[config.mk]
export PLATFORM = sky130hd
export DESIGN_NAME = intel_hex_record_decoder_top
export DESIGN_NICKNAME = d
export VERILOG_FILES = /design/src/design/ihex_pkg.sv /design/src/design/intel_hex_record_decoder_top.sv /design/src/design/ihex_in_reg.sv /design/src/design/ihex_parser.sv /design/src/design/ihex_out_reg.sv
export SDC_FILE = /design/constraint.sdc
export NUM_CORES = 1
export LEC_CHECK = 0
export ABC_AREA = 1
export ABC_CLOCK_PERIOD_IN_PS = 8050
export BUFFER_PORTS_ARGS = -buffer_cell sky130_fd_sc_hd__buf_2
export CAP_MARGIN = 0
export CELL_PAD_IN_SITES_DETAIL_PLACEMENT = 0
export CELL_PAD_IN_SITES_GLOBAL_PLACEMENT = 1
export CORE_AREA = 2 2 156 158
export CTS_BUF_LIST = sky130_fd_sc_hd__clkbuf_16
export CTS_CLUSTER_SIZE = 20
export DETAILED_ROUTE_END_ITERATION = 8
export DIE_AREA = 0 0 158 160
export GPL_ROUTABILITY_DRIVEN = 0
export PLACE_DENSITY_LB_ADDON = 0.3
export SLEW_MARGIN = 20
export SYNTH_ARGS = -nofsm -noshare
export SYNTH_HDL_FRONTEND = slang
export SYNTH_HIERARCHICAL = 1
export SYNTH_SLANG_ARGS = --single-unit
[constraint.sdc]
create_clock -name clk -period 8.05 [get_ports clk]
set_input_delay 0.4025 -clock clk [delete_from_list [all_inputs] [get_ports clk]]
set_output_delay 0.4025 -clock clk [all_outputs]
set_load 0.005 [all_outputs]
[src/design/ihex_pkg.sv]
`timescale 1ns / 1ps

package ihex_pkg;

  typedef enum logic [5:0] {
    PH_COLON = 6'b000001,
    PH_LEN   = 6'b000010,
    PH_ADDR  = 6'b000100,
    PH_TYPE  = 6'b001000,
    PH_DATA  = 6'b010000,
    PH_CSUM  = 6'b100000
  } phase_t;

  localparam logic [1:0] EV_DATA = 2'd0;
  localparam logic [1:0] EV_END  = 2'd1;
  localparam logic [1:0] EV_ERR  = 2'd2;

  localparam logic [1:0] ER_FORMAT = 2'd0;
  localparam logic [1:0] ER_TYPE   = 2'd1;
  localparam logic [1:0] ER_RANGE  = 2'd2;
  localparam logic [1:0] ER_CSUM   = 2'd3;

  localparam logic CFG_ROM_SIZE    = 1'b0;
  localparam logic CFG_LOAD_OFFSET = 1'b1;

  localparam int RomSizeWidth = 17;
  localparam int CountOutWidth = 24;

  typedef struct packed {
    logic [1:0]               event_res;
    logic [15:0]              load_address;
    logic [7:0]               data_byte;
    logic [1:0]               error_code;
    logic [CountOutWidth-1:0] byte_count;
  } result_t;

  typedef struct packed {
    logic       ok;
    logic [3:0] val;
  } hex_digit_t;

  function automatic hex_digit_t hex_decode(input logic [7:0] c);
    hex_digit_t h;
    h.ok  = 1'b0;
    h.val = 4'd0;
    if (c >= 8'h30 && c <= 8'h39) begin
      h.ok  = 1'b1;
      h.val = c[3:0];
    end else if ((c >= 8'h41 && c <= 8'h46) || (c >= 8'h61 && c <= 8'h66)) begin
      h.ok  = 1'b1;
      h.val = 4'(c[3:0] + 4'd9);
    end
    return h;
  endfunction

  // space, tab, LF, VT, FF, CR
  function automatic logic is_blank(input logic [7:0] c);
    return (c == 8'h20) || (c >= 8'h09 && c <= 8'h0D);
  endfunction

endpackage

[src/design/intel_hex_record_decoder_top.sv]
`timescale 1ns / 1ps

// Intel HEX decoder: takes one ASCII character per beat and gives at most one
// result per character (a data byte with its ROM address, end of file with
// the loaded byte count, or an error). Characters are taken one per clock
// cycle: each passes from an input register through the per-character parse
// logic into a result register; throughput is one character per cycle while
// the result side keeps taking beats. After end of file or an error the block
// swallows every further character until reset. Write rom_size and
// load_offset only while the block is idle.
module intel_hex_record_decoder_top
  import ihex_pkg::*;
#(
  parameter int COUNT_WIDTH = 24
) (
  input  logic                     clk,
  input  logic                     rst,
  input  logic                     in_valid,
  output logic                     in_ready,
  input  logic [7:0]               character,
  output logic                     out_valid,
  input  logic                     out_ready,
  output logic [1:0]               event_res,
  output logic [15:0]              load_address,
  output logic [7:0]               data_byte,
  output logic [1:0]               error_code,
  output logic [CountOutWidth-1:0] byte_count,
  input  logic                     cfg_we,
  input  logic                     cfg_index,
  input  logic [RomSizeWidth-1:0]  cfg_data
);

  logic [RomSizeWidth-1:0] rom_size;
  logic [15:0]             load_offset;

  logic       held_valid;
  logic [7:0] held_char;
  logic       slot_free;
  logic       step;
  logic       res_fire;
  result_t    res;

  always_ff @(posedge clk) begin
    if (rst) begin
      rom_size    <= RomSizeWidth'(32768);
      load_offset <= '0;
    end else if (cfg_we) begin
      unique case (cfg_index)
        CFG_ROM_SIZE:    rom_size    <= cfg_data;
        CFG_LOAD_OFFSET: load_offset <= cfg_data[15:0];
        default: ;
      endcase
    end
  end

  // advance only when a result, if any, has somewhere to go
  assign step = held_valid && slot_free;

  ihex_in_reg u_in (
    .clk        (clk),
    .rst        (rst),
    .in_valid   (in_valid),
    .in_ready   (in_ready),
    .character  (character),
    .take       (step),
    .held_valid (held_valid),
    .held_char  (held_char)
  );

  ihex_parser #(
    .COUNT_WIDTH (COUNT_WIDTH)
  ) u_parser (
    .clk         (clk),
    .rst         (rst),
    .step        (step),
    .char_in     (held_char),
    .rom_size    (rom_size),
    .load_offset (load_offset),
    .res_fire    (res_fire),
    .res         (res)
  );

  ihex_out_reg u_out (
    .clk          (clk),
    .rst          (rst),
    .load         (res_fire),
    .res          (res),
    .slot_free    (slot_free),
    .out_valid    (out_valid),
    .out_ready    (out_ready),
    .event_res    (event_res),
    .load_address (load_address),
    .data_byte    (data_byte),
    .error_code   (error_code),
    .byte_count   (byte_count)
  );

endmodule

[src/design/ihex_in_reg.sv]
`timescale 1ns / 1ps

module ihex_in_reg
  import ihex_pkg::*;
(
  input  logic       clk,
  input  logic       rst,
  input  logic       in_valid,
  output logic       in_ready,
  input  logic [7:0] character,
  input  logic       take,
  output logic       held_valid,
  output logic [7:0] held_char
);

  logic       valid_q;
  logic [7:0] char_q;

  // accept a new beat whenever the held one is empty or being consumed
  assign in_ready   = !valid_q || take;
  assign held_valid = valid_q;
  assign held_char  = char_q;

  always_ff @(posedge clk) begin
    if (rst) begin
      valid_q <= 1'b0;
    end else if (in_ready) begin
      valid_q <= in_valid;
    end
  end

  always_ff @(posedge clk) begin
    if (in_ready && in_valid) begin
      char_q <= character;
    end
  end

endmodule

[src/design/ihex_parser.sv]
`timescale 1ns / 1ps

module ihex_parser
  import ihex_pkg::*;
#(
  parameter int COUNT_WIDTH = 24
) (
  input  logic                    clk,
  input  logic                    rst,
  input  logic                    step,
  input  logic [7:0]              char_in,
  input  logic [RomSizeWidth-1:0] rom_size,
  input  logic [15:0]             load_offset,
  output logic                    res_fire,
  output result_t                 res
);

  phase_t                 phase, phase_next;
  logic [1:0]             digit_count, digit_count_next;
  logic [11:0]            field_shift, field_shift_next;
  logic [7:0]             bytes_left, bytes_left_next;
  logic [15:0]            record_address, record_address_next;
  logic                   record_is_end, record_is_end_next;
  logic [7:0]             running_sum, running_sum_next;
  logic [COUNT_WIDTH-1:0] loaded_count, loaded_count_next;
  logic                   halted, halted_next;

  hex_digit_t  hd;
  logic        blank;
  logic [15:0] val;
  logic        complete;
  logic [15:0] target;
  logic [7:0]  sum_add;

  always_comb begin
    hd       = hex_decode(char_in);
    blank    = is_blank(char_in);
    val      = {field_shift, hd.val};
    complete = (phase == PH_ADDR) ? (digit_count == 2'd3) : (digit_count != 2'd0);
    target   = record_address + load_offset;
    sum_add  = running_sum + val[7:0];
  end

  always_comb begin
    phase_next          = phase;
    digit_count_next    = digit_count;
    field_shift_next    = field_shift;
    bytes_left_next     = bytes_left;
    record_address_next = record_address;
    record_is_end_next  = record_is_end;
    running_sum_next    = running_sum;
    loaded_count_next   = loaded_count;
    halted_next         = halted;
    res_fire            = 1'b0;
    res                 = '0;

    if (step && !halted) begin
      unique case (phase)
        PH_COLON: begin
          if (!blank) begin
            if (char_in != 8'h3A) begin
              halted_next    = 1'b1;
              res_fire       = 1'b1;
              res.event_res  = EV_ERR;
              res.error_code = ER_FORMAT;
            end else begin
              phase_next       = PH_LEN;
              digit_count_next = 2'd0;
              field_shift_next = '0;
              running_sum_next = '0;
            end
          end
        end
        default: begin
          if (digit_count == 2'd0 && blank) begin
            // skip whitespace ahead of a field
          end else if (!hd.ok) begin
            halted_next    = 1'b1;
            res_fire       = 1'b1;
            res.event_res  = EV_ERR;
            res.error_code = ER_FORMAT;
          end else if (!complete) begin
            digit_count_next = 2'(digit_count + 2'd1);
            field_shift_next = val[11:0];
          end else begin
            digit_count_next = 2'd0;
            field_shift_next = '0;
            unique case (phase)
              PH_LEN: begin
                bytes_left_next  = val[7:0];
                running_sum_next = val[7:0];
                phase_next       = PH_ADDR;
              end
              PH_ADDR: begin
                record_address_next = val;
                running_sum_next    = 8'(running_sum + val[15:8] + val[7:0]);
                phase_next          = PH_TYPE;
              end
              PH_TYPE: begin
                if (val[7:0] > 8'd1) begin
                  halted_next    = 1'b1;
                  res_fire       = 1'b1;
                  res.event_res  = EV_ERR;
                  res.error_code = ER_TYPE;
                end else begin
                  record_is_end_next = val[0];
                  running_sum_next   = sum_add;
                  phase_next         = (bytes_left != 8'd0) ? PH_DATA : PH_CSUM;
                end
              end
              PH_DATA: begin
                if ({1'b0, target} >= rom_size) begin
                  halted_next    = 1'b1;
                  res_fire       = 1'b1;
                  res.event_res  = EV_ERR;
                  res.error_code = ER_RANGE;
                end else begin
                  running_sum_next = sum_add;
                  if (loaded_count != {COUNT_WIDTH{1'b1}}) begin
                    loaded_count_next = loaded_count + 1'b1;
                  end
                  record_address_next = record_address + 16'd1;
                  bytes_left_next     = bytes_left - 8'd1;
                  if (bytes_left == 8'd1) begin
                    phase_next = PH_CSUM;
                  end
                  res_fire         = 1'b1;
                  res.event_res    = EV_DATA;
                  res.load_address = target;
                  res.data_byte    = val[7:0];
                end
              end
              PH_CSUM: begin
                running_sum_next = sum_add;
                if (sum_add != 8'd0) begin
                  halted_next    = 1'b1;
                  res_fire       = 1'b1;
                  res.event_res  = EV_ERR;
                  res.error_code = ER_CSUM;
                end else begin
                  phase_next = PH_COLON;
                  if (record_is_end) begin
                    halted_next    = 1'b1;
                    res_fire       = 1'b1;
                    res.event_res  = EV_END;
                    res.byte_count = CountOutWidth'(loaded_count);
                  end
                end
              end
              default: begin
                halted_next    = 1'b1;
                res_fire       = 1'b1;
                res.event_res  = EV_ERR;
                res.error_code = ER_FORMAT;
              end
            endcase
          end
        end
      endcase
    end
  end

  always_ff @(posedge clk) begin
    if (rst) begin
      phase          <= PH_COLON;
      digit_count    <= '0;
      field_shift    <= '0;
      bytes_left     <= '0;
      record_address <= '0;
      record_is_end  <= 1'b0;
      running_sum    <= '0;
      loaded_count   <= '0;
      halted         <= 1'b0;
    end else begin
      phase          <= phase_next;
      digit_count    <= digit_count_next;
      field_shift    <= field_shift_next;
      bytes_left     <= bytes_left_next;
      record_address <= record_address_next;
      record_is_end  <= record_is_end_next;
      running_sum    <= running_sum_next;
      loaded_count   <= loaded_count_next;
      halted         <= halted_next;
    end
  end

endmodule

[src/design/ihex_out_reg.sv]
`timescale 1ns / 1ps

module ihex_out_reg
  import ihex_pkg::*;
(
  input  logic                     clk,
  input  logic                     rst,
  input  logic                     load,
  input  result_t                  res,
  output logic                     slot_free,
  output logic                     out_valid,
  input  logic                     out_ready,
  output logic [1:0]               event_res,
  output logic [15:0]              load_address,
  output logic [7:0]               data_byte,
  output logic [1:0]               error_code,
  output logic [CountOutWidth-1:0] byte_count
);

  logic    valid_q;
  result_t res_q;

  // the slot frees in the same cycle its beat is taken
  assign slot_free = !valid_q || out_ready;

  always_ff @(posedge clk) begin
    if (rst) begin
      valid_q <= 1'b0;
    end else if (load) begin
      valid_q <= 1'b1;
    end else if (out_ready) begin
      valid_q <= 1'b0;
    end
  end

  always_ff @(posedge clk) begin
    if (load) begin
      res_q <= res;
    end
  end

  assign out_valid    = valid_q;
  assign event_res    = res_q.event_res;
  assign load_address = res_q.load_address;
  assign data_byte    = res_q.data_byte;
  assign error_code   = res_q.error_code;
  assign byte_count   = res_q.byte_count;

endmodule
==> results of run 1 <==
power groups by stage:
stage / clock network (mW) / registers (mW) / logic, mW
3_3_place_gp: 0 / 1.06 / 0.882
5_1_grt: 0.927 / 1.06 / 1.00
4_1_cts: 0.893 / 1.04 / 0.889
3_5_place_dp: 0 / 1.06 / 0.884
2_1_floorplan: 0 / 1.06 / 0.642
6_report: 0.877 / 1.04 / 0.900
Yosys cell counts, drive strengths merged:
| master | number | share of area, % |
|---|---|---|
| a31oi | 7 | 0.42 |
| nor2 | 173 | 6.9 |
| o21ai | 72 | 3.5 |
| nor3b | 4 | 0.34 |
| inv | 222 | 8.0 |
| or2 | 2 | 0.12 |
| nor3 | 19 | 0.96 |
| a21oi | 126 | 6.3 |
| a22oi | 1 | 0.072 |
| dfxtp | 113 | 22 |
| nand4 | 28 | 2.0 |
| fa | 10 | 1.9 |
| clkinv | 2 | 0.12 |
| o22ai | 3 | 0.18 |
| buf | 24 | 1.7 |
| clkbuf | 14 | 0.50 |
| nand2 | 277 | 11 |
| o21a | 1 | 0.072 |
| nor4 | 8 | 0.48 |
| a21o | 1 | 0.072 |
| o21bai | 5 | 0.36 |
| o2bb2ai | 1 | 0.084 |
| o221ai | 2 | 0.17 |
| ha | 55 | 6.6 |
| nand3b | 1 | 0.072 |
| nand3 | 79 | 4.5 |
| xnor2 | 8 | 0.67 |
| a211oi | 14 | 1.0 |
| and3 | 2 | 0.12 |
| and2 | 2 | 0.12 |
| xor2 | 37 | 3.1 |
| edfxtp | 60 | 17 |
worst reg2reg max path, cell delays in order (launching register included):
cell and delay [ns]:
dfxtp_1 0.36, ha_1 0.23, fa_1 0.40, nand2_1 0.09, inv_1 0.06, o21ai_0 0.16
nand2_1 0.13, nand4_1 0.11, nand2_1 0.10, nand3_1 0.08, and2_1 0.19, o21ai_0 0.11
xor2_1 0.21, inv_1 0.07, ha_1 0.32, a21oi_1 0.18, nand2_1 0.07, a21oi_1 0.16
nand4_1 0.34, nand2_1 0.33, inv_2 0.06, nor2_2 0.80, inv_1 0.21, a21oi_1 0.19
a21oi_1 0.08
how the worst max path moves through the flow:
stage | from | to | slack [ns] | cells past startpoint
finish | u_parser/record_address[0]$_SDFFE_PP0P_ | u_parser/record_address[14]$_SDFFE_PP0P_ | 2.91 | 24
floorplan | u_in/held_char[0]$_DFFE_PP_ | u_out/out_valid$_SDFFE_PP0P_ | 0.94 | 26
CTS | u_parser/record_address[0]$_SDFFE_PP0P_ | u_parser/record_address[14]$_SDFFE_PP0P_ | 2.98 | 26
global placement | u_parser/record_address[0]$_SDFFE_PP0P_ | u_parser/record_address[14]$_SDFFE_PP0P_ | 3.11 | 24
global route | u_parser/record_address[0]$_SDFFE_PP0P_ | u_parser/record_address[14]$_SDFFE_PP0P_ | 2.39 | 26
detailed placement | u_parser/record_address[0]$_SDFFE_PP0P_ | u_parser/record_address[14]$_SDFFE_PP0P_ | 3.03 | 26
state kept, by name, indices dropped and copies added (netlist names):
name,count
load_offset,16
rom_size,17
u_in/held_char,8
u_in/held_valid,1
u_out/byte_count,24
u_out/data_byte,8
u_out/error_code,2
u_out/event_res,2
u_out/load_address,16
u_out/out_valid,1
u_parser/bytes_left,8
u_parser/digit_count,2
u_parser/field_shift,12
u_parser/halted,1
u_parser/loaded_count,24
u_parser/phase,6
u_parser/record_address,16
u_parser/record_is_end,1
u_parser/running_sum,8
cells by family after synthesis:
logic type               Yosys count  share of synthesized area, %
adder cells (fa/ha/maj)           65                          8.52
AND/OR/NAND/NOR                  595                          26.1
buffers and inverters            262                          10.3
AO/OA/AOI/OAI                    233                          12.3
XOR/XNOR                          45                          3.78
flip-flops                       173                          39.0
cell type report:
| cell class | count | area share [%] |
|---|---|---|
| clock inverters | 15 | 1.84 |
| multi-input cells | 938 | 45.2 |
| well taps | 324 | 3.47 |
| clock buffers | 17 | 3.64 |
| inverters | 224 | 7.26 |
| repair buffers | 87 | 3.79 |
| flip-flops and latches | 173 | 34.8 |
layout by cell type, fill, tap and decap left out, types with 3 or more instances in the layout:
master / n
nand2_1: 260
inv_1: 211
nor2_1: 161
a21oi_1: 120
dfxtp_1: 113
buf_2: 84
nand3_1: 66
o21ai_0: 61
edfxtp_1: 60
ha_1: 55
xor2_1: 37
nand4_1: 26
nor3_1: 18
clkbuf_16: 17
a211oi_1: 14
nand2_2: 13
nand3_2: 12
inv_2: 10
o21ai_1: 10
fa_1: 10
nor4_1: 8
xnor2_1: 8
clkinv_8: 7
a31oi_1: 7
nor2_2: 6
nor2_4: 5
a21oi_2: 5
o21bai_1: 5
nand2_4: 4
inv_6: 3
buf_4: 3
o22ai_1: 3
metal layers:
metal  vias up  GRT usage, %  part of all wire [%]
li1       4601             -                     -
met4         0          6.47                   2.1
met2       181          35.2                    46
met1      4189          30.5                    48
met5         -             0                     0
met3        44          3.47                   4.0
metrics by stage:
step	cells	cell area (um^2)	util, %	total power [mW]	setup WS [ns]
final	1778	11700	49.1	2.82	2.91
after global routing	1778	11700	49.1	2.99	2.39
after CTS	1778	11700	49.1	2.83	2.98
after detailed placement	1746	11100	46.4	1.95	3.03
after global placement	1746	11100	46.4	1.94	3.11
after floorplan	1373	10400	-	1.70	0.938
==> metrics.cfg, run 1 <==
[route]
wl_per_cell_um=15.1
vias=9015
drc_errors=0
wirelength_um=26900
ant_nets=0
drt_iter0_markers=568
dr.pass1.iters=5
viasPerCell=5.07

[worst_setup_path]
r2r_cells=24
cp_max_fo=30
end_kind=flop
path_delay_family=simple AND/OR/NAND/NOR gates
worstSetupPathType=flop to flop
cp_data_arrival_time_ns=5.46
cp_slowest_cell=nor2_2
critical_path.cell_chain=ha_1 > fa_1 > nand2_1 > inv_1 > o21ai_0 > nand2_1 > nand4_1 > nand2_1 > nand3_1 > and2_1 > o21ai_0 > xor2_1 > inv_1 > ha_1 > a21oi_1 > nand2_1 > a21oi_1 > nand4_1 > nand2_1 > inv_2 > nor2_2 > inv_1 > a21oi_1 > a21oi_1
reg2reg_slack_ns=2.91
cpPeakStageDelay_ns=0.80
required_ns=8.37
cp.buffers_inverters=4
startpoint_type=flop
worst_path_most_repeated_cell=nand2_1
r2r-start=u_parser/record_address[0]$_SDFFE_PP0P_
r2r-end=u_parser/record_address[14]$_SDFFE_PP0P_

[die]
num_rows=57
dieArea_mm2=0.0253
start_util_pct=43.8
die_w_um=158
ioPinCount=85
coreArea_mm2=0.0238
die_h_um=160

[clock_tree]
clk_pin_slew_ns=0.08
cts_inserted_buffers=17
clk_latency_ns=0.44
root_buffer=clkbuf_16
post_cts_buffers=0
holdBufCountCts=0
cts_sinks=173
h-tree-depth=4
post_cts_resized=0
clock_path_buffers=2
cts_tree=yes

[worst_hold_path]
hp-start=character[4]
min_to=u_in/held_char[4]$_DFFE_PP_
hold_depth=1
hold_class=input pin to flop

[sta]
tightestPinTransition_ns=1.04
finalCritPeriodShare_pct=63.9
hold_slack_ns=0.138
slew-limit-headroom_pct=30.5
rsz0062_at_grt=false
skew_ns=0.0154
max_clock_freq_mhz=195
report.final.hold_viol_count=0
setup_viol_count_final=0
maxSlewViolCount=0
fin_tns_setup_ns=0
finalCriticalPeriod_ns=5.14

[pwr]
clkPwrFrac_pct=31.1
switching_share_pct=39.7
power_density_mw_per_mm2=241
p_int_mw=1.70
seqPwrFrac_pct=37.0
combPwrFrac_pct=31.9
max-vdd-ir-drop_mv=0.164
p_sw_mw=1.12
leakage_nw=5.22

[synthesis]
postSynthAreaPerCell_um2=7.59
syn_area_mm2=0.0104
synth_seq_cells=173
synth_fp_nets=1469
ys_seq_area_share_pct=39.0
yosysWarnings=6
postSynthCellCount=1373
yosys.cell_types.count=51

[cells_and_area]
multi_input_area_mm2=0.00529
regArea_mm2=0.00406
antenna_cells=0
nFillCells=2441
area_delta_synth_final_pct=12.1
drive_gt1_share_pct=12.9
final_nets=1537

[placed_design]
io_buffers=84
hpwl_um=19900

[global_routing]
antenna_found_initial=0
grt_first_pass_wirelength_um=43800
track_usage_pct=21.9
grt_pass1_vias=8517
gr-total-overflow=0
grt_max_degree=54

[outcome]
status=completed

[flow_run]
cap_violations=0

Note: power is estimated with default switching activity, not from simulation.
==> inputs of run 2 (changes only) <==
ABC_CLOCK_PERIOD_IN_PS = 4310   (was 8050)
CORE_AREA = 2 2 163 165   (was 2 2 156 158)
DIE_AREA = 0 0 165 167   (was 0 0 158 160)
clock period = 4.31 ns   (was 8.05 ns; I/O delays follow)
==> run 2 against run 1 <==
Net effect:
- critical path depth stayed put
- sequential cell count is the same
- wire length fell by 1.0%
- clock skew is essentially flat
- via count is 0.40% lower
- sequential power rose by 88%
- global-route usage shrank 1.9 points
- sequential share of layout area shrank 0.70 points
- clock-buffer cell count did not move
- largest power group unchanged
==> metrics.cfg, run 2 (same netlist as run 1, synthesis figures left out) <==
[die]
num_rows=59  ; was 57
die_h_um=167  ; was 160 um
start_util_pct=40.5  ; was 43.8%
coreArea_mm2=0.0258  ; was 0.0238 mm^2
die_w_um=165  ; was 158 um
ioPinCount=85  ; unchanged
dieArea_mm2=0.0276  ; was 0.0253 mm^2

[pwr]
combPwrFrac_pct=32.5  ; was 31.9%
max-vdd-ir-drop_mv=0.233  ; was 0.164 mV
switching_share_pct=38.5  ; was 39.7%
seqPwrFrac_pct=38.4  ; was 37.0%
p_sw_mw=1.97  ; was 1.12 mW
power_density_mw_per_mm2=427  ; was 241 mW/mm^2
power_mw=5.10  ; was 2.82 mW
p_int_mw=3.13  ; was 1.70 mW
clkPwrFrac_pct=29.1  ; was 31.1%
leakage_nw=5.30  ; was 5.22 nW

[cells_and_area]
final_common_cell=nand2_1  ; unchanged
final_cell_mix=nand2_1, inv_1, nor2_1, a21oi_1, dfxtp_1  ; unchanged
design_area_mm2=0.0119  ; was 0.0117 mm^2
antenna_cells=0  ; unchanged
finalNonFillerCells=1814  ; was 1778
area_delta_synth_final_pct=14.4  ; was 12.1%
nFillCells=2636  ; was 2441
final_nets=1562  ; was 1537
drive_gt1_share_pct=14.7  ; was 12.9%

[route]
drt_iter0_markers=510  ; was 568
drc_errors=0  ; unchanged
viasPerCell=4.95  ; was 5.07
ant_nets=0  ; unchanged
wirelength_um=26600  ; was 26900 um
vias=8979  ; was 9015
dr.pass1.iters=6  ; was 5
wl_per_cell_um=14.7  ; was 15.1 um

[worst_setup_path]
required_ns=4.42  ; was 8.37 ns
startpoint_type=flop  ; unchanged
end_kind=flop  ; unchanged
r2r_cells=24  ; unchanged
worstSetupPathType=flop to flop  ; unchanged
cpPeakStageDelay_ns=0.46  ; was 0.80 ns
cp_data_arrival_time_ns=4.09  ; was 5.46 ns
cp_max_fo=19  ; was 30
critical_path.cell_chain=inv_2 > ha_4 > nor2_1 > nand2_1 > nand4_1 > nand2_1 > nand2_1 > inv_1 > ha_1 > nand2_1 > nand2_1 > inv_1 > nand2_1 > nand2_1 > nand2_1 > nand2_1 > nand2_1 > nand4_1 > inv_2 > nand3_1 > nand2_1 > nand2_1 > nor3b_4 > buf_4  ; was ha_1 > fa_1 > nand2_1 > inv_1 > o21ai_0 > nand2_1 > nand4_1 > nand2_1 > nand3_1 > and2_1 > o21ai_0 > xor2_1 > inv_1 > ha_1 > a21oi_1 > nand2_1 > a21oi_1 > nand4_1 > nand2_1 > inv_2 > nor2_2 > inv_1 > a21oi_1 > a21oi_1
worst_path_most_repeated_cell=nand2_1  ; unchanged
cp_slowest_cell=edfxtp_1  ; was nor2_2

[placed_design]
dpl_cell_area_mm2=0.0112  ; was 0.0111 mm^2
hpwl_um=19900  ; about the same
dp_cells=1770  ; was 1746
io_buffers=84  ; unchanged

[clock_tree]
cts_tree=yes  ; unchanged
cts_inserted_buffers=17  ; unchanged
cts_sinks=173  ; unchanged
h-tree-depth=4  ; unchanged
root_buffer=clkbuf_16  ; unchanged
clock_path_buffers=2  ; unchanged
clk_pin_slew_ns=0.07  ; was 0.08 ns
clk_latency_ns=0.43  ; was 0.44 ns

[sta]
maxSlewViolCount=0  ; unchanged
report.final.hold_viol_count=0  ; unchanged
finalCritPeriodShare_pct=92.2  ; was 63.9%
max_clock_freq_mhz=252  ; was 195 MHz
tightestPinTransition_ns=0.707  ; was 1.04 ns
setup_viol_count_final=0  ; unchanged
finalCriticalPeriod_ns=3.98  ; was 5.14 ns
slew-limit-headroom_pct=52.8  ; was 30.5%
fin_tns_setup_ns=0  ; unchanged
skew_ns=0.0154  ; about the same

[global_routing]
antenna_found_initial=0  ; unchanged
gr-total-overflow=0  ; unchanged
grt_first_pass_wirelength_um=43800  ; about the same
grt_max_degree=46  ; was 54
grt_pass1_vias=8544  ; was 8517
track_usage_pct=20.0  ; was 21.9%

[worst_hold_path]
hold_class=input pin to flop  ; unchanged
hold_depth=4  ; was 1

[flow_run]
cap_violations=0  ; unchanged

[outcome]
status=completed  ; unchanged

## run 2: cell count changes in the layout (fill, tap and decap cells not counted), sizes merged
| cell | change |
|---|---|
| buf | +17 |
| clkinv | +3 |
| clkinvlp | +2 |
| dlygate4sd3 | +8 |
| inv | -5 |
## run 2: final cells by class
type	instances	area (um^2)	share of cell area [%]
multi-input cells	938	5360	45.0
inverters	224	856	7.17
flip-flops and latches	173	4060	34.1
clock inverters	15	124	1.04
repair buffers	112	679	5.69
well taps	335	419	3.51
clock buffers	17	425	3.57
## run 2: worst paths after layout
check | start | slack [ns] | to
max | u_in/held_char[1]$_DFFE_PP_ | 0.33 | u_out/byte_count[5]$_DFFE_PP_
min | out_ready | 0.04 | u_out/out_valid$_SDFFE_PP0P_
max reg2reg | u_in/held_char[1]$_DFFE_PP_ | 0.33 | u_out/byte_count[5]$_DFFE_PP_
min reg2reg | u_parser/halted$_SDFFE_PP0P_ | 0.46 | u_parser/halted$_SDFFE_PP0P_
## run 2: per-layer routing
| layer | up-vias | routed length, um | track usage [%] |
|---|---|---|---|
| met5 | - | 0 | 0 |
| met4 | 0 | 268 | 5.10 |
| met3 | 20 | 885 | 2.91 |
| met2 | 178 | 12500 | 32.7 |
| met1 | 4131 | 13000 | 27.6 |
| li1 | 4650 | - | - |
## run 2: stage by stage
stage,hold WS [ns],utilization [%],setup slack [ns]
floorplan,0.278,-,0.00587
global placement,0.392,43.6,0.187
detailed placement,0.394,43.6,0.0616
CTS,0.0217,46.0,0.125
global route,0.0399,46.3,-0.000919
finish,0.0448,46.3,0.334
## run 2: power groups by stage
stage	clock network, mW	registers [mW]	logic (mW)
3_3_place_gp	0	1.99	1.63
2_1_floorplan	0	1.97	1.21
5_1_grt	1.58	1.98	1.84
4_1_cts	1.52	1.96	1.66
6_report	1.48	1.96	1.66
3_5_place_dp	0	1.99	1.64
## run 2: what timing repair did
| action | CTS | global route |
|---|---|---|
| endpoints found under the setup margin | 1 | 112 |
| pin swaps | 0 | 4 |
| resized for setup | 1 | 11 |
| hold endpoints to repair | 8 | 0 |
| buffers inserted | 0 | 4 |
| hold buffers | 8 | 0 |
## run 2: critical path: cells and delay by family, from the launching register on
kind | cells | cell delay [ns]
flops | 1 | 0.46
fa+ha+maj | 2 | 0.52
simple gates | 17 | 1.80
buf+inv | 5 | 0.88
==> inputs of run 3 (changes only) <==
ABC_AREA = default   (was 1)
BUFFER_PORTS_ARGS = -buffer_cell sky130_fd_sc_hd__buf_4   (was -buffer_cell sky130_fd_sc_hd__buf_2)
CORE_AREA = 2 2 159 161   (was 2 2 163 165)
DIE_AREA = 0 0 161 163   (was 0 0 165 167)
==> run 3 against run 2 <==
Net effect:
- core utilization is 4.9 points higher
- synthesized area is 2.3% lower
- sequential share of layout area is 1.9 points lower
- critical endpoint is now u_out/load_address[8]$_DFFE_PP_
- critical path depth is 8 lower
- first-iteration DRC count is 2.0% higher
- largest cell class unchanged
- sequential cell count stayed put
==> metrics.cfg, run 3 <==
[sta]
rsz0062_at_grt=true
finalCritPeriodShare_pct=96.3  ; was 92.2%
finalCriticalPeriod_ns=4.15  ; was 3.98 ns
max_clock_freq_mhz=241  ; was 252 MHz
maxSlewViolCount=0  ; unchanged
report.final.hold_viol_count=0  ; unchanged
setup_viol_count_final=0  ; unchanged
tightestPinTransition_ns=1.09  ; was 0.707 ns
fin_ws_ns=0.159  ; was 0.334 ns
fin_tns_setup_ns=0  ; unchanged
skew_ns=0.0135  ; was 0.0154 ns
slew-limit-headroom_pct=27.1  ; was 52.8%
hold_slack_ns=0.0196  ; was 0.0448 ns

[cells_and_area]
final_nets=1342  ; was 1562
antenna_cells=0  ; unchanged
design_area_mm2=0.0126  ; was 0.0119 mm^2
nFillCells=2350  ; was 2636
drive_gt1_share_pct=21.8  ; was 14.7%
area_delta_synth_final_pct=24.0  ; was 14.4%
final_cell_mix=buf_4, dfxtp_1, nand2_1, nor2_1, a21oi_1  ; was nand2_1, inv_1, nor2_1, a21oi_1, dfxtp_1
regArea_mm2=0.00407  ; was 0.00406 mm^2
final_common_cell=buf_4  ; was nand2_1
multi_input_area_mm2=0.00592  ; was 0.00536 mm^2

[placed_design]
hpwl_um=18400  ; was 19900 um
pre_cts_slack_ns=-0.255  ; was 0.0616 ns
dpl_cell_area_mm2=0.0115  ; was 0.0112 mm^2
io_buffers=84  ; unchanged

[synthesis]
yosysWarnings=6  ; unchanged
muxShareOfSynthArea_pct=4.13  ; was 0%
synth_fp_nets=1205  ; was 1469
postSynthAreaPerCell_um2=9.19  ; was 7.59 um^2
synth-xor-area-share_pct=2.67  ; was 3.78%
postSynthCellCount=1109  ; was 1373
synth_area_leader_cell=dfxtp_1  ; unchanged
synth.area.top_cells=dfxtp_1, edfxtp_1, ha_1  ; was dfxtp_1, edfxtp_1, nand2_1
yosys.cell_types.count=83  ; was 51
synth_seq_cells=173  ; unchanged
synthFlopType=dfxtp_1  ; unchanged
ys_seq_area_share_pct=39.9  ; was 39.0%
syn_area_mm2=0.0102  ; was 0.0104 mm^2
synth_fa_ha_area_share_pct=8.72  ; was 8.52%
synth_top_family_by_area=simple AND/OR/NAND/NOR gates  ; unchanged
yosys-top-cells-count=dfxtp_1, nand2_1, a21oi_1  ; was nand2_1, inv_1, nor2_1
yosys.area_share.simple_pct=22.5  ; was 26.1%
synth.top_cell.area_share_pct=22.2  ; was 21.7%
synth_edf_count=60  ; unchanged
async_flop_share_pct=0  ; unchanged
synth_most_common_cell=dfxtp_1  ; was nand2_1
synth_compound_area_share_pct=17.4  ; was 12.3%

[global_routing]
grt_first_pass_wirelength_um=41800  ; was 43800 um
gr-total-overflow=0  ; unchanged
antenna_found_initial=0  ; unchanged
grt_max_degree=85  ; was 46
track_usage_pct=19.8  ; was 20.0%
grt_pass1_vias=8109  ; was 8544

[die]
num_rows=58  ; was 59
die_h_um=163  ; was 167 um
die_w_um=161  ; was 165 um
coreArea_mm2=0.0247  ; was 0.0258 mm^2
dieArea_mm2=0.0262  ; was 0.0276 mm^2
start_util_pct=41.3  ; was 40.5%
ioPinCount=85  ; unchanged

[route]
wl_per_cell_um=16.7  ; was 14.7 um
drc_errors=0  ; unchanged
viasPerCell=5.40  ; was 4.95
vias=8575  ; was 8979
ant_nets=0  ; unchanged
drt_iter0_markers=520  ; was 510
dr.pass1.iters=5  ; was 6
wirelength_um=26500  ; was 26600 um

[pwr]
power_mw=3.67  ; was 5.10 mW
max-vdd-ir-drop_mv=0.189  ; was 0.233 mV
power_density_mw_per_mm2=290  ; was 427 mW/mm^2
leakage_nw=5.08  ; was 5.30 nW

[worst_setup_path]
end_kind=flop  ; unchanged
cp_max_fo=15  ; was 19
r2r_cells=16  ; was 24
reg2reg_slack_ns=0.16  ; was 0.33 ns
cp_data_arrival_time_ns=4.35  ; was 4.09 ns
startpoint_type=flop  ; unchanged
required_ns=4.51  ; was 4.42 ns
worstSetupPathType=flop to flop  ; unchanged

[outcome]
status=completed  ; unchanged

[clock_tree]
cts_tree=yes  ; unchanged
cts_sinks=173  ; unchanged
root_buffer=clkbuf_16  ; unchanged
h-tree-depth=4  ; unchanged
clk_latency_ns=0.44  ; was 0.43 ns
cts_inserted_buffers=17  ; unchanged
clk_pin_slew_ns=0.08  ; was 0.07 ns
clock_path_buffers=2  ; unchanged

[flow_run]
cap_violations=0  ; unchanged

[worst_hold_path]
hold_depth=3  ; was 4
hold_class=input pin to flop  ; unchanged

-- run 3: cell count changes after synthesis, sizes merged, moves of 23 or more --
cell	previous run	this run
inv	222	64
and2	2	51
clkbuf	14	41
nand2b	0	55
nor2	173	73
xor2	37	9
nand3	79	48
nand2	277	83
a21oi	126	76
o21ai	72	49
mux2i	0	34
-- run 3: cell families (layout without fill, tap and decap cells) --
logic type | after synthesis | after routing
AO/OA/AOI/OAI | 268 | 268
XOR/XNOR | 31 | 31
adder cells (fa/ha/maj) | 65 | 65
buffers and inverters | 117 | 267
flip-flops | 173 | 173
multiplexers | 40 | 40
AND/OR/NAND/NOR | 415 | 415
-- run 3: timing repair --
item                                   CTS  global route
hold buffers                             8             0
endpoints found under the hold margin    8             0
pin swaps                                1            38
gates cloned                             0             3
setup endpoints to repair               51           167
setup buffers                            0            13
resized for setup                        6            57
-- run 3: area by class of cell --
cell class                 count  share of cell area (%)
clock buffer                  17                    3.37
clock inverter                15                    1.45
inverter                      64                    1.90
multi-input combinational    819                    46.9
sequential                   173                    32.2
tap                          330                    3.27
timing repair buffer         171                    10.9
-- run 3: worst paths after layout --
path,start,endpoint
worst max-delay path,u_in/held_char[0]$_DFFE_PP_,u_out/load_address[8]$_DFFE_PP_
worst min-delay path,in_valid,u_in/held_valid$_SDFFE_PP0P_
worst max register to register,u_in/held_char[0]$_DFFE_PP_,u_out/load_address[8]$_DFFE_PP_
worst min register to register,rom_size[5]$_SDFFE_PP0P_,rom_size[5]$_SDFFE_PP0P_
-- run 3: layer usage --
layer  part of all wire, %  track usage (%)  vias up
li1                      -                -     4306
met1                    49             27.8     4006
met2                    45             31.3      230
met3                   4.2             3.06       33
met4                   2.0             6.33        0
met5                     0                0        -
-- run 3: stage by stage --
step	std cells	utilization, %
after floorplan	1109	-
after global routing	1589	51.2
after global placement	1533	46.7
after CTS	1573	49.6
after detailed placement	1533	46.7
final	1589	51.2
-- run 3: worst max-delay path: stages, from the launching register on --
cell       delay [ns]
edfxtp_1         0.48
buf_4            0.19
ha_4             0.18
o311a_4          0.41
a22o_1           0.23
buf_4            0.15
ha_1             0.28
a211o_1          0.31
a21o_1           0.20
o22ai_2          0.13
xor2_1           0.23
nand4b_1         0.22
a21boi_2         0.23
and4_4           0.25
o21ai_4          0.07
buf_12           0.15
clkbuf_16        0.18
-- run 3: report_power, final --
part / internal [mW] / total [mW] / switching, mW
registers: 1.73 / 1.75 / 0.0230
logic: 0.157 / 0.331 / 0.174
clock network: 0.795 / 1.58 / 0.788
total: 2.68 / 3.67 / 0.985
